File: config.mk
export PLATFORM = sky130hd
export DESIGN_NAME = fsk_receive_sequencer
export DESIGN_NICKNAME = d
export VERILOG_FILES = /design/src/hdl/fskrs_pkg.sv /design/src/hdl/fsk_receive_sequencer.sv
export SDC_FILE = /design/constraint.sdc
export NUM_CORES = 1
export LEC_CHECK = 0
export BUFFER_PORTS_ARGS = -buffer_cell sky130_fd_sc_hd__buf_2
export CAP_MARGIN = 5
export CELL_PAD_IN_SITES_DETAIL_PLACEMENT = 1
export CELL_PAD_IN_SITES_GLOBAL_PLACEMENT = 1
export CORE_MARGIN = 2
export CORE_UTILIZATION = 26
export DETAILED_ROUTE_END_ITERATION = 16
export PLACE_DENSITY = 0.61
export SYNTH_ARGS = -nofsm -noshare
export SYNTH_HDL_FRONTEND = slang
export SYNTH_SLANG_ARGS = --single-unit
export TNS_END_PERCENT = 1
File: constraint.sdc
create_clock -name clk -period 9.5 [get_ports clk]
set_input_delay 0 -clock clk [delete_from_list [all_inputs] [get_ports clk]]
set_output_delay 0 -clock clk [all_outputs]
set_load 0.01 [all_outputs]
File: src/hdl/fskrs_pkg.sv
package fskrs_pkg;

  // Status codes reported on the result word
  typedef enum logic [2:0] {
    ST_START   = 3'd0,
    ST_WAIT    = 3'd1,
    ST_TIMEOUT = 3'd2,
    ST_DATA    = 3'd3,
    ST_IDLE    = 3'd4,
    ST_ERROR   = 3'd5
  } status_t;

  // Configuration register indexes
  localparam int unsigned CFG_IDX_W = 2;
  typedef logic [CFG_IDX_W-1:0] cfg_idx_t;
  localparam cfg_idx_t CFG_MARK_RUN   = 2'd0;
  localparam cfg_idx_t CFG_FLAG_THR   = 2'd1;
  localparam cfg_idx_t CFG_SNR_THR    = 2'd2;
  localparam cfg_idx_t CFG_WAIT_BLKS  = 2'd3;

  localparam int unsigned CFG_DATA_W  = 16;
  localparam int unsigned CNT_W       = 16;
  localparam int unsigned BITS_W      = 9;

  // Register reset values
  localparam logic [5:0]  MARK_RUN_RST  = 6'd6;
  localparam logic [7:0]  FLAG_THR_RST  = 8'd4;
  localparam logic signed [15:0] SNR_THR_RST = 16'sd5;
  localparam logic [15:0] WAIT_BLKS_RST = 16'd1;

endpackage

File: src/hdl/fsk_receive_sequencer.sv
// Pipeline: an accepted word is held in the input register; a block-end word then
//   loads the result register, which drives the out_ ports, once the slot is free.
// Throughput: one input word per cycle unless a block-end word waits on a stalled
//   result slot, set by the single update of the counters and phase between the input register and the result register.
// Reset: synchronous active-low rst_n clears the pipeline, phase, counters, flags
//   and restores the configuration registers to their defaults.
module fsk_receive_sequencer #(
  parameter int unsigned MAX_BLOCK_BITS = 256
) (
  input  logic                               clk,
  input  logic                               rst_n,
  // configuration write port
  input  logic                               cfg_we,
  input  fskrs_pkg::cfg_idx_t                cfg_index,
  input  logic [fskrs_pkg::CFG_DATA_W-1:0]   cfg_wdata,
  // input channel
  input  logic                               in_valid,
  output logic                               in_stall,
  input  logic                               in_unit_bit,
  input  logic                               in_has_unit,
  input  logic                               in_last_in_block,
  input  logic                               in_carrier_present,
  input  logic signed [15:0]                 in_snr_estimate,
  // result channel
  output logic                               out_valid,
  input  logic                               out_stall,
  output logic [2:0]                         out_status_code,
  output logic                               out_carrier_flag,
  output logic                               out_data_flag,
  output logic                               out_error_flag,
  output logic                               out_low_snr_flag,
  output logic                               out_idle_flag,
  output logic [8:0]                         out_bits_reported
);

  import fskrs_pkg::*;

  localparam int unsigned BIT_LIMIT_I = (MAX_BLOCK_BITS < 511) ? MAX_BLOCK_BITS : 511;
  localparam logic [BITS_W-1:0] BIT_LIMIT = BIT_LIMIT_I[BITS_W-1:0];
  localparam logic [CNT_W-1:0]  CNT_MAX   = {CNT_W{1'b1}};

  typedef enum logic [2:0] {
    PH_START,
    PH_WAIT,
    PH_DATA,
    PH_IDLE,
    PH_ERROR
  } phase_t;

  // Configuration registers
  logic [5:0]         mark_run_r;
  logic [7:0]         flag_thr_r;
  logic signed [15:0] snr_thr_r;
  logic [15:0]        wait_blks_r;

  // Input register
  logic               s1_valid_r;
  logic               s1_bit_r;
  logic               s1_has_r;
  logic               s1_last_r;
  logic               s1_carrier_r;
  logic signed [15:0] s1_snr_r;

  // Sequencer state
  phase_t             phase_r, phase_nxt;
  logic [CNT_W-1:0]   ones_run_r, ones_run_nxt;
  logic [CNT_W-1:0]   flag_cnt_r, flag_cnt_nxt;
  logic [CNT_W-1:0]   hold_r, hold_nxt;
  logic [BITS_W-1:0]  bbc_r, bbc_nxt;
  status_t            status_r, status_nxt;
  logic               fb_carrier_r, fb_carrier_nxt;
  logic               fb_data_r, fb_data_nxt;
  logic               fb_error_r, fb_error_nxt;
  logic               fb_lowsnr_r, fb_lowsnr_nxt;
  logic               fb_idle_r, fb_idle_nxt;
  logic [BITS_W-1:0]  bits_nxt;

  // Result register
  logic               out_valid_r;
  status_t            out_status_r;
  logic               out_carrier_r;
  logic               out_data_r;
  logic               out_error_r;
  logic               out_lowsnr_r;
  logic               out_idle_r;
  logic [BITS_W-1:0]  out_bits_r;

  logic               out_free;
  logic               proc;
  logic [BITS_W-1:0]  bbc_inc;

  // A word without block end needs no result slot
  assign out_free = !out_valid_r || !out_stall;
  assign proc     = s1_valid_r && (!s1_last_r || out_free);
  assign in_stall = s1_valid_r && !proc;

  // Configuration writes
  always_ff @(posedge clk) begin
    if (!rst_n) begin
      mark_run_r  <= MARK_RUN_RST;
      flag_thr_r  <= FLAG_THR_RST;
      snr_thr_r   <= SNR_THR_RST;
      wait_blks_r <= WAIT_BLKS_RST;
    end else if (cfg_we) begin
      unique case (cfg_index)
        CFG_MARK_RUN:  mark_run_r  <= cfg_wdata[5:0];
        CFG_FLAG_THR:  flag_thr_r  <= cfg_wdata[7:0];
        CFG_SNR_THR:   snr_thr_r   <= cfg_wdata;
        CFG_WAIT_BLKS: wait_blks_r <= cfg_wdata;
        default: ;
      endcase
    end
  end

  // Input register
  always_ff @(posedge clk) begin
    if (!rst_n) begin
      s1_valid_r <= 1'b0;
    end else if (!in_stall) begin
      s1_valid_r <= in_valid;
    end
  end

  always_ff @(posedge clk) begin
    if (!in_stall && in_valid) begin
      s1_bit_r     <= in_unit_bit;
      s1_has_r     <= in_has_unit;
      s1_last_r    <= in_last_in_block;
      s1_carrier_r <= in_carrier_present;
      s1_snr_r     <= in_snr_estimate;
    end
  end

  // Per-word update: bit counting, flag search, block close
  always_comb begin
    phase_nxt      = phase_r;
    ones_run_nxt   = ones_run_r;
    flag_cnt_nxt   = flag_cnt_r;
    hold_nxt       = hold_r;
    status_nxt     = status_r;
    fb_carrier_nxt = fb_carrier_r;
    fb_data_nxt    = fb_data_r;
    fb_error_nxt   = fb_error_r;
    fb_lowsnr_nxt  = fb_lowsnr_r;
    fb_idle_nxt    = fb_idle_r;
    bits_nxt       = '0;
    bbc_inc        = bbc_r;

    if (s1_has_r) begin
      if (bbc_r < BIT_LIMIT) bbc_inc = bbc_r + 1'b1;
      // flag = exact run of marks closed by a space
      if (phase_r == PH_START) begin
        if (ones_run_r == {{(CNT_W-6){1'b0}}, mark_run_r} && !s1_bit_r &&
            flag_cnt_r != CNT_MAX) begin
          flag_cnt_nxt = flag_cnt_r + 1'b1;
        end
        if (s1_bit_r) begin
          if (ones_run_r != CNT_MAX) ones_run_nxt = ones_run_r + 1'b1;
        end else begin
          ones_run_nxt = '0;
        end
      end
    end
    bbc_nxt = bbc_inc;

    if (s1_last_r) begin
      bbc_nxt      = '0;
      fb_error_nxt = 1'b0;
      unique case (phase_r)
        PH_START: begin
          status_nxt     = ST_START;
          fb_carrier_nxt = 1'b0;
          if (s1_carrier_r && (flag_cnt_nxt > {{(CNT_W-8){1'b0}}, flag_thr_r})) begin
            fb_carrier_nxt = 1'b1;
            hold_nxt       = wait_blks_r;
            phase_nxt      = PH_WAIT;
          end
        end
        PH_WAIT: begin
          if (!s1_carrier_r) begin
            phase_nxt      = PH_ERROR;
            status_nxt     = ST_ERROR;
            fb_error_nxt   = 1'b1;
            fb_carrier_nxt = 1'b0;
          end else if (hold_r > 16'd1) begin
            fb_carrier_nxt = 1'b1;
            status_nxt     = ST_WAIT;
            hold_nxt       = hold_r - 1'b1;
          end else begin
            // hold expired: first data block reports as timeout
            fb_carrier_nxt = 1'b1;
            hold_nxt       = '0;
            status_nxt     = ST_TIMEOUT;
            phase_nxt      = PH_DATA;
            fb_data_nxt    = 1'b1;
            bits_nxt       = bbc_inc;
          end
        end
        PH_DATA: begin
          if (s1_carrier_r) begin
            status_nxt     = ST_DATA;
            fb_carrier_nxt = 1'b1;
            fb_lowsnr_nxt  = (s1_snr_r <= snr_thr_r);
            bits_nxt       = bbc_inc;
          end else begin
            // carrier lost: this block already counts as idle
            phase_nxt      = PH_IDLE;
            hold_nxt       = '0;
            fb_idle_nxt    = 1'b1;
            fb_data_nxt    = 1'b0;
            fb_carrier_nxt = 1'b0;
            status_nxt     = ST_IDLE;
          end
        end
        PH_IDLE: begin
          status_nxt     = ST_IDLE;
          fb_carrier_nxt = s1_carrier_r;
        end
        PH_ERROR: begin
          // status stays at error from the wait exit
          fb_error_nxt = 1'b1;
        end
        default: begin
          phase_nxt    = PH_ERROR;
          fb_error_nxt = 1'b1;
        end
      endcase
    end
  end

  // Sequencer state and result register
  always_ff @(posedge clk) begin
    if (!rst_n) begin
      phase_r      <= PH_START;
      ones_run_r   <= '0;
      flag_cnt_r   <= '0;
      hold_r       <= '0;
      bbc_r        <= '0;
      status_r     <= ST_START;
      fb_carrier_r <= 1'b0;
      fb_data_r    <= 1'b0;
      fb_error_r   <= 1'b0;
      fb_lowsnr_r  <= 1'b0;
      fb_idle_r    <= 1'b0;
      out_valid_r  <= 1'b0;
    end else begin
      if (proc) begin
        phase_r      <= phase_nxt;
        ones_run_r   <= ones_run_nxt;
        flag_cnt_r   <= flag_cnt_nxt;
        hold_r       <= hold_nxt;
        bbc_r        <= bbc_nxt;
        status_r     <= status_nxt;
        fb_carrier_r <= fb_carrier_nxt;
        fb_data_r    <= fb_data_nxt;
        fb_error_r   <= fb_error_nxt;
        fb_lowsnr_r  <= fb_lowsnr_nxt;
        fb_idle_r    <= fb_idle_nxt;
      end
      if (proc && s1_last_r) begin
        out_valid_r <= 1'b1;
      end else if (!out_stall) begin
        out_valid_r <= 1'b0;
      end
    end
  end

  // Result payload, loaded only when the slot is free
  always_ff @(posedge clk) begin
    if (proc && s1_last_r) begin
      out_status_r  <= status_nxt;
      out_carrier_r <= fb_carrier_nxt;
      out_data_r    <= fb_data_nxt;
      out_error_r   <= fb_error_nxt;
      out_lowsnr_r  <= fb_lowsnr_nxt;
      out_idle_r    <= fb_idle_nxt;
      out_bits_r    <= bits_nxt;
    end
  end

  assign out_valid         = out_valid_r;
  assign out_status_code   = out_status_r;
  assign out_carrier_flag  = out_carrier_r;
  assign out_data_flag     = out_data_r;
  assign out_error_flag    = out_error_r;
  assign out_low_snr_flag  = out_lowsnr_r;
  assign out_idle_flag     = out_idle_r;
  assign out_bits_reported = out_bits_r;

endmodule

==> results of run 1 <==
-- Yosys cell counts (5+ instances only) --
master | instances | area share
nand2_1 | 134 | 0.066
dfxtp_1 | 116 | 0.30
nor2_1 | 97 | 0.048
a21oi_1 | 60 | 0.039
clkbuf_1 | 38 | 0.019
inv_1 | 38 | 0.019
edfxtp_1 | 37 | 0.15
ha_1 | 29 | 0.048
xor2_1 | 29 | 0.033
nand3_1 | 28 | 0.018
xnor2_1 | 28 | 0.032
nand4_1 | 18 | 0.015
o21ai_0 | 18 | 0.012
mux2i_1 | 17 | 0.022
nor3_1 | 12 | 0.0079
and3_1 | 11 | 0.0090
and2_1 | 9 | 0.0074
nor2b_1 | 9 | 0.0074
a22oi_1 | 8 | 0.0079
a211oi_1 | 7 | 0.0069
o21a_1 | 7 | 0.0069
or3_1 | 7 | 0.0057
and4_1 | 6 | 0.0069
a21o_1 | 5 | 0.0049
a31oi_1 | 5 | 0.0041
nor3b_1 | 5 | 0.0049
nor4_1 | 5 | 0.0041
-- final timing paths --
check	endpoint	slack [ps]	depth (start not counted)
worst max-delay path	hold_r[3]$_SDFFE_PN0P_	4750	16
worst min-delay path	mark_run_r[1]$_SDFFE_PN1P_	40	3
worst min register to register	snr_thr_r[7]$_SDFFE_PN0P_	450	2
worst max register to register	hold_r[3]$_SDFFE_PN0P_	4750	16
-- registers in the layout, summed over array words and instances, names as in the netlist, 3 cells and up --
signal / count
flag_cnt_r: 16
hold_r: 16
ones_run_r: 16
s1_snr_r: 16
snr_thr_r: 16
wait_blks_r: 16
bbc_r: 9
out_bits_reported: 9
flag_thr_r: 8
mark_run_r: 6
out_status_code: 3
phase_r: 3
status_r: 3
-- cell families after synthesis --
family | count (synthesis)
AO/OA/AOI/OAI | 155
XOR/XNOR | 57
adder cells (fa/ha/maj) | 29
buffers and inverters | 81
flip-flops | 153
multiplexers | 20
AND/OR/NAND/NOR | 366
-- power by group --
part,switching [mW],internal (mW)
registers,0.0101,0.681
clock network,0.304,0.374
logic,0.0546,0.0404
total,0.368,1.09
-- layout make-up --
class / count / area [sq um] / area share
Clock inverter: 14 / 139 / 0.0150
Inverter: 38 / 143 / 0.0154
Tap cell: 384 / 480 / 0.0519
Multi-Input combinational cell: 627 / 3870 / 0.418
Timing Repair Buffer: 107 / 753 / 0.0814
Sequential cell: 153 / 3430 / 0.371
Clock buffer: 18 / 439 / 0.0474
-- critical path, stage by stage (launching register included) --
cell and delay [ps]:
dfxtp_1 410, ha_1 220, and2_1 230, nand4_1 160, or3_1 470, nand3_1 320
mux2_2 400, ha_1 290, nor2b_1 140, o21a_1 160, o21ai_0 150, a211o_1 150
o211ai_2 130, o41ai_4 220, buf_4 270, and2_1 690, a211oi_1 180
-- metal layers --
metal / track usage / up-vias
met5: 0 / -
met4: 0.0382 / 0
met3: 0.0242 / 8
met2: 0.215 / 99
met1: 0.187 / 3017
li1: - / 3176
-- repair_timing --
item / 4_1_cts / 5_1_grt
hold endpoints to repair: 68 / 0
setup endpoints to repair: 0 / 0
resized for setup: 0 / 0
hold buffers: 38 / 0
==> metrics.cfg, run 1 <==
[die]
die_w_microns=175
num_rows=62
core_area_sq_um=28800
io_pins=62
fp.dieArea_sq_um=30800
die_y_microns=175
start_util=0.265

[clock_tree]
postCtsSetupBuffers=0
clock_latency_ps=430
root_buffer=clkbuf_16
numCtsBuffers=17
cts_tree=built
cts.path.max_buffers=2
clk_pin_slew_worst_paths_ps=70
clock-sinks=153
htreeDepth=4

[placed_design]
dp.cells=1269
place_area_sq_um=8280
place_hpwl_mm=14.1
gp_routability_congestion=0.756
dp_slack_ps=4740
io_buffers=61

[timing]
finalCritPeriodShare=0.500
fmax_mhz=210
tns_ps=0
clock-skew-final_ps=12.4
hold_ws_ps=37.4
tightest_slew_ps=1150
rsz0062_at_grt=false
drv_slew=0
setup_viol=0
fin_crit_ps=4750
slew_headroom=0.234
final-hold-violation-count=0
fin_ws_ps=4750

[global_routing]
antenna_found_initial=0
grt_max_degree=59
gr-total-overflow=0
grt_pass1_wl_mm=33.2
grt_use_total=0.135
grt_pass1_vias=6383

[synth]
synth_xor_area_frac=0.0654
async_flop_share=0
postSynthCellCount=861
yosys_register_bits=153
yosysWarnings=0
yosys.area_share.simple=0.227
ys_types=66
synth_compound_area_frac=0.140
muxShareOfSynthArea=0.0267
syn_avg_cell_area_sq_um=8.87
synthAdderAreaFrac=0.0475
synth_top_family_by_area=simple AND/OR/NAND/NOR gates
synth_edf_count=37
synth-main-ff-cell=dfxtp_1
netlist_area_sq_um=7640
yosysSeqAreaShare=0.450
synth_nets=933

[worst_setup_path]
crit_arrival_ps=5020
cp-startpoint=flag_cnt_r[0]$_SDFFE_PN0P_
reg2reg_from=flag_cnt_r[0]$_SDFFE_PN0P_
crit_fanout=17
cp-start-kind=flop
crit_type=flop to flop
required_ps=9770
endpoint_kind=flop

[hold_path]
hp-start=rst_n
worstHoldPathType=input pin to flop

[route]
drt-initial-drc-count=320
via_per_inst=4.70
wl_met3_microns=661
vias=6300
firstDrtPassIters=5
wl_mm=20.4
drc_errors=0
drt-met1-wl_mm=10.2
dr_wl_met2_mm=9.34
wire_per_inst_microns=15.2
top_layer_used=met4
ant_nets=0

[final_layout]
areaGrowthSynthToFinish_pct=21.2
final_cell_mix=nand2_1, dfxtp_1, nor2_1
fin_nets=1016
fin_util=0.322
nFillCells=3362
fin_area_sq_um=9260
fin_cells=1341
antenna_cells=0
drive_gt1_frac=0.134
layout_commonest_cell=nand2_1

[pwr]
p_leak_nw=3.45
total_power_mw=1.46
powerDensity_nw_per_um2=158
ir_worst_vdd_v=0.0000693

[status]
outcome=complete, no violations

[run]
drv_cap=0

Note: power is estimated with default switching activity, not from simulation.
==> inputs of run 2 (changes only) <==
ABC_AREA = 1   (was unset)
PLACE_DENSITY = 0.63   (was 0.61)
clock period = 5 ns   (was 9.5 ns; I/O delays follow)
==> run 2 against run 1 <==
- clock-buffer cell count up 5
- maximum frequency is 25% higher
- synthesized cell count up 23%
- critical path depth grew 7
- cell count rose by 16%
- first-iteration DRC count grew 5.3%
- largest power group unchanged
==> metrics.cfg, run 2 <==
[hold_path]
worstHoldPathType=input pin to flop

[worst_setup_path]
cp-endpoint=hold_r[2]$_SDFFE_PN0P_
worst_path_max_delay_cell=dfxtp_1
endpoint_kind=flop
required_ps=5330
crit_fanout=26
cp_num_cells=23
rr_endpoint=hold_r[2]$_SDFFE_PN0P_
path_cells=inv_2 -> nand2_1 -> nand2_1 -> nor2_2 -> nand2_2 -> nor2_4 -> and3_1 -> nand2_2 -> nor3_1 -> xor2_1 -> ha_1 -> nand4_1 -> nor3_1 -> a21oi_1 -> nor2_1 -> nand2_1 -> nor2_1 -> nand2_2 -> nand2_2 -> nand2_4 -> nand3_4 -> nor2_1 -> nor2_2
cp-startpoint=ones_run_r[5]$_SDFFE_PN0P_
reg2reg_from=ones_run_r[5]$_SDFFE_PN0P_
cp-start-kind=flop
crit_type=flop to flop
ff2ff_path_depth=23
crit_arrival_ps=4130
crit_family=simple AND/OR/NAND/NOR gates
cp_num_buf_inv=1
reg2reg_slack_ps=1210
crit_path_max_incr_delay_ps=390
crit_top_cell=nand2_2

[die]
die_w_microns=178
core_area_sq_um=29700
die_y_microns=178
fp.dieArea_sq_um=31700
num_rows=63
start_util=0.265
io_pins=62

[placed_design]
place_area_sq_um=8570
place_hpwl_mm=15.6
dp_slack_ps=1120
gp_routability_congestion=0.780
io_buffers=61
dp.cells=1483

[timing]
fmax_mhz=264
tightest_slew_ps=1130
rsz0062_at_grt=false
finalCritPeriodShare=0.759
setup_viol=0
tns_ps=0
final-hold-violation-count=0
fin_crit_ps=3790
drv_slew=0
clock-skew-final_ps=11.3
hold_ws_ps=8.17
fin_ws_ps=1210
slew_headroom=0.247

[synth]
synth_most_common_cell=inv_1
synth-main-ff-cell=dfxtp_1
synthTopCellsByArea=dfxtp_1, edfxtp_1, inv_1
synth_nets=1128
yosysTopAreaCell=dfxtp_1
syn_avg_cell_area_sq_um=7.46
yosysWarnings=0
yosysSeqAreaShare=0.436
netlist.area_leader.share=0.295
synth_common_cells=inv_1, nand2_1, dfxtp_1, nor2_1, a21oi_1
yosys_register_bits=153
synth_edf_count=37
postSynthCellCount=1056
async_flop_share=0
netlist_area_sq_um=7880
ys_types=45

[route]
firstDrtPassIters=4
drt-initial-drc-count=337
wl_mm=22.0
vias=6944
ant_nets=0
wire_per_inst_microns=14.1
via_per_inst=4.47
drc_errors=0

[pwr]
ir_worst_vdd_v=0.000175
powerDensity_nw_per_um2=323
p_leak_nw=4.22
power_switching_mw=0.855
combPwrFrac=0.131
seq_power_share=0.440
p_clk_frac=0.429
total_power_mw=3.08
p_int_mw=2.23
switching_share=0.277

[clock_tree]
clock-sinks=153
clk_pin_slew_worst_paths_ps=70
clock_latency_ps=440
cts_tree=built
numCtsBuffers=17
cts_resized=0
root_buffer=clkbuf_16
htreeDepth=4
cts.path.max_buffers=2

[global_routing]
met2_usage=0.261
use_met3=0.0249
antenna_found_initial=0
gr-total-overflow=0
grtUsageMet1=0.184
busiest_layer=met2
grt_pass1_wl_mm=37.3
grt_max_degree=67
grt_pass1_vias=7448
grt_use_total=0.149

[run]
drv_cap=0

[final_layout]
fin_cells=1554
drive_gt1_frac=0.139
antenna_cells=0
fin_area_sq_um=9560
layout_commonest_cell=inv_1
fin_util=0.322
fin_nets=1223
areaGrowthSynthToFinish_pct=21.4
final_cell_mix=inv_1, nand2_1, dfxtp_1

[status]
outcome=complete, no violations

## run 2: cell types whose count changed after synthesis, moves of 12 or more
cell / before / now
xor2_1: 29 / 17
nor2_2: 0 / 15
clkbuf_1: 38 / 21
xnor2_1: 28 / 5
nand2_2: 0 / 29
inv_1: 38 / 178
a21oi_1: 60 / 91
o21ai_0: 18 / 88
nor2_1: 97 / 113
nand2_1: 134 / 171
mux2i_1: 17 / 0
## run 2: routing by layer
metal	part of all wire	up-vias
li1	-	3593
met3	0.023	23
met1	0.47	3255
met5	0	-
met4	0.017	0
met2	0.49	73
## run 2: timing repair
action                                  CTS  global route
setup buffers                             0             0
hold endpoints to repair                 68             0
endpoints found under the setup margin    0             0
hold buffers                             39             0
## run 2: worst register-to-register path, delay by kind of cell, from the launching register on
| kind | cells | cell delay (ps) |
|---|---|---|
| and+or+nand+nor | 19 | 2610 |
| buffers and inverters | 1 | 70 |
| xor gates and xnor gates | 1 | 250 |
| DFF | 1 | 390 |
| adders and majority gates | 1 | 290 |
| AOI/OAI and AO/OA | 1 | 130 |
## run 2: cells by family after synthesis
group | after synthesis | share of synthesized area
buf+inv | 220 | 0.110
fa+ha+maj | 29 | 0.0460
compound gates | 207 | 0.140
flops | 153 | 0.436
simple gates | 425 | 0.244
xor+xnor | 22 | 0.0245
## run 2: how the worst min path moves through the flow
stage          slack, ps               start  cells past startpoint                      end
6_report               8               rst_n                      3  hold_r[15]$_SDFFE_PN0P_
5_1_grt               20               rst_n                      3  hold_r[14]$_SDFFE_PN0P_
3_3_place_gp         180  in_snr_estimate[9]                      1    s1_snr_r[9]$_DFFE_PP_
4_1_cts                2               rst_n                      3  hold_r[15]$_SDFFE_PN0P_
3_5_place_dp         180  in_snr_estimate[5]                      1    s1_snr_r[5]$_DFFE_PP_
2_1_floorplan        100         in_unit_bit                      0       s1_bit_r$_DFFE_PP_
## run 2: cell type report
type | count | area [sq um]
Multi-Input combinational cell | 683 | 3580
Clock inverter | 9 | 75.1
Tap cell | 390 | 488
Timing Repair Buffer | 105 | 733
Fill cell | 3630 | 20200
Sequential cell | 153 | 3430
Inverter | 191 | 717
Clock buffer | 23 | 532
## run 2: power by group through the flow
stage	clock [mW]	combinational [mW]	sequential, mW
after floorplan	0	0.273	1.37
after global placement	0	0.377	1.38
after detailed placement	0	0.384	1.38
after CTS	1.36	0.410	1.36
after global routing	1.41	0.469	1.36
final	1.32	0.404	1.36
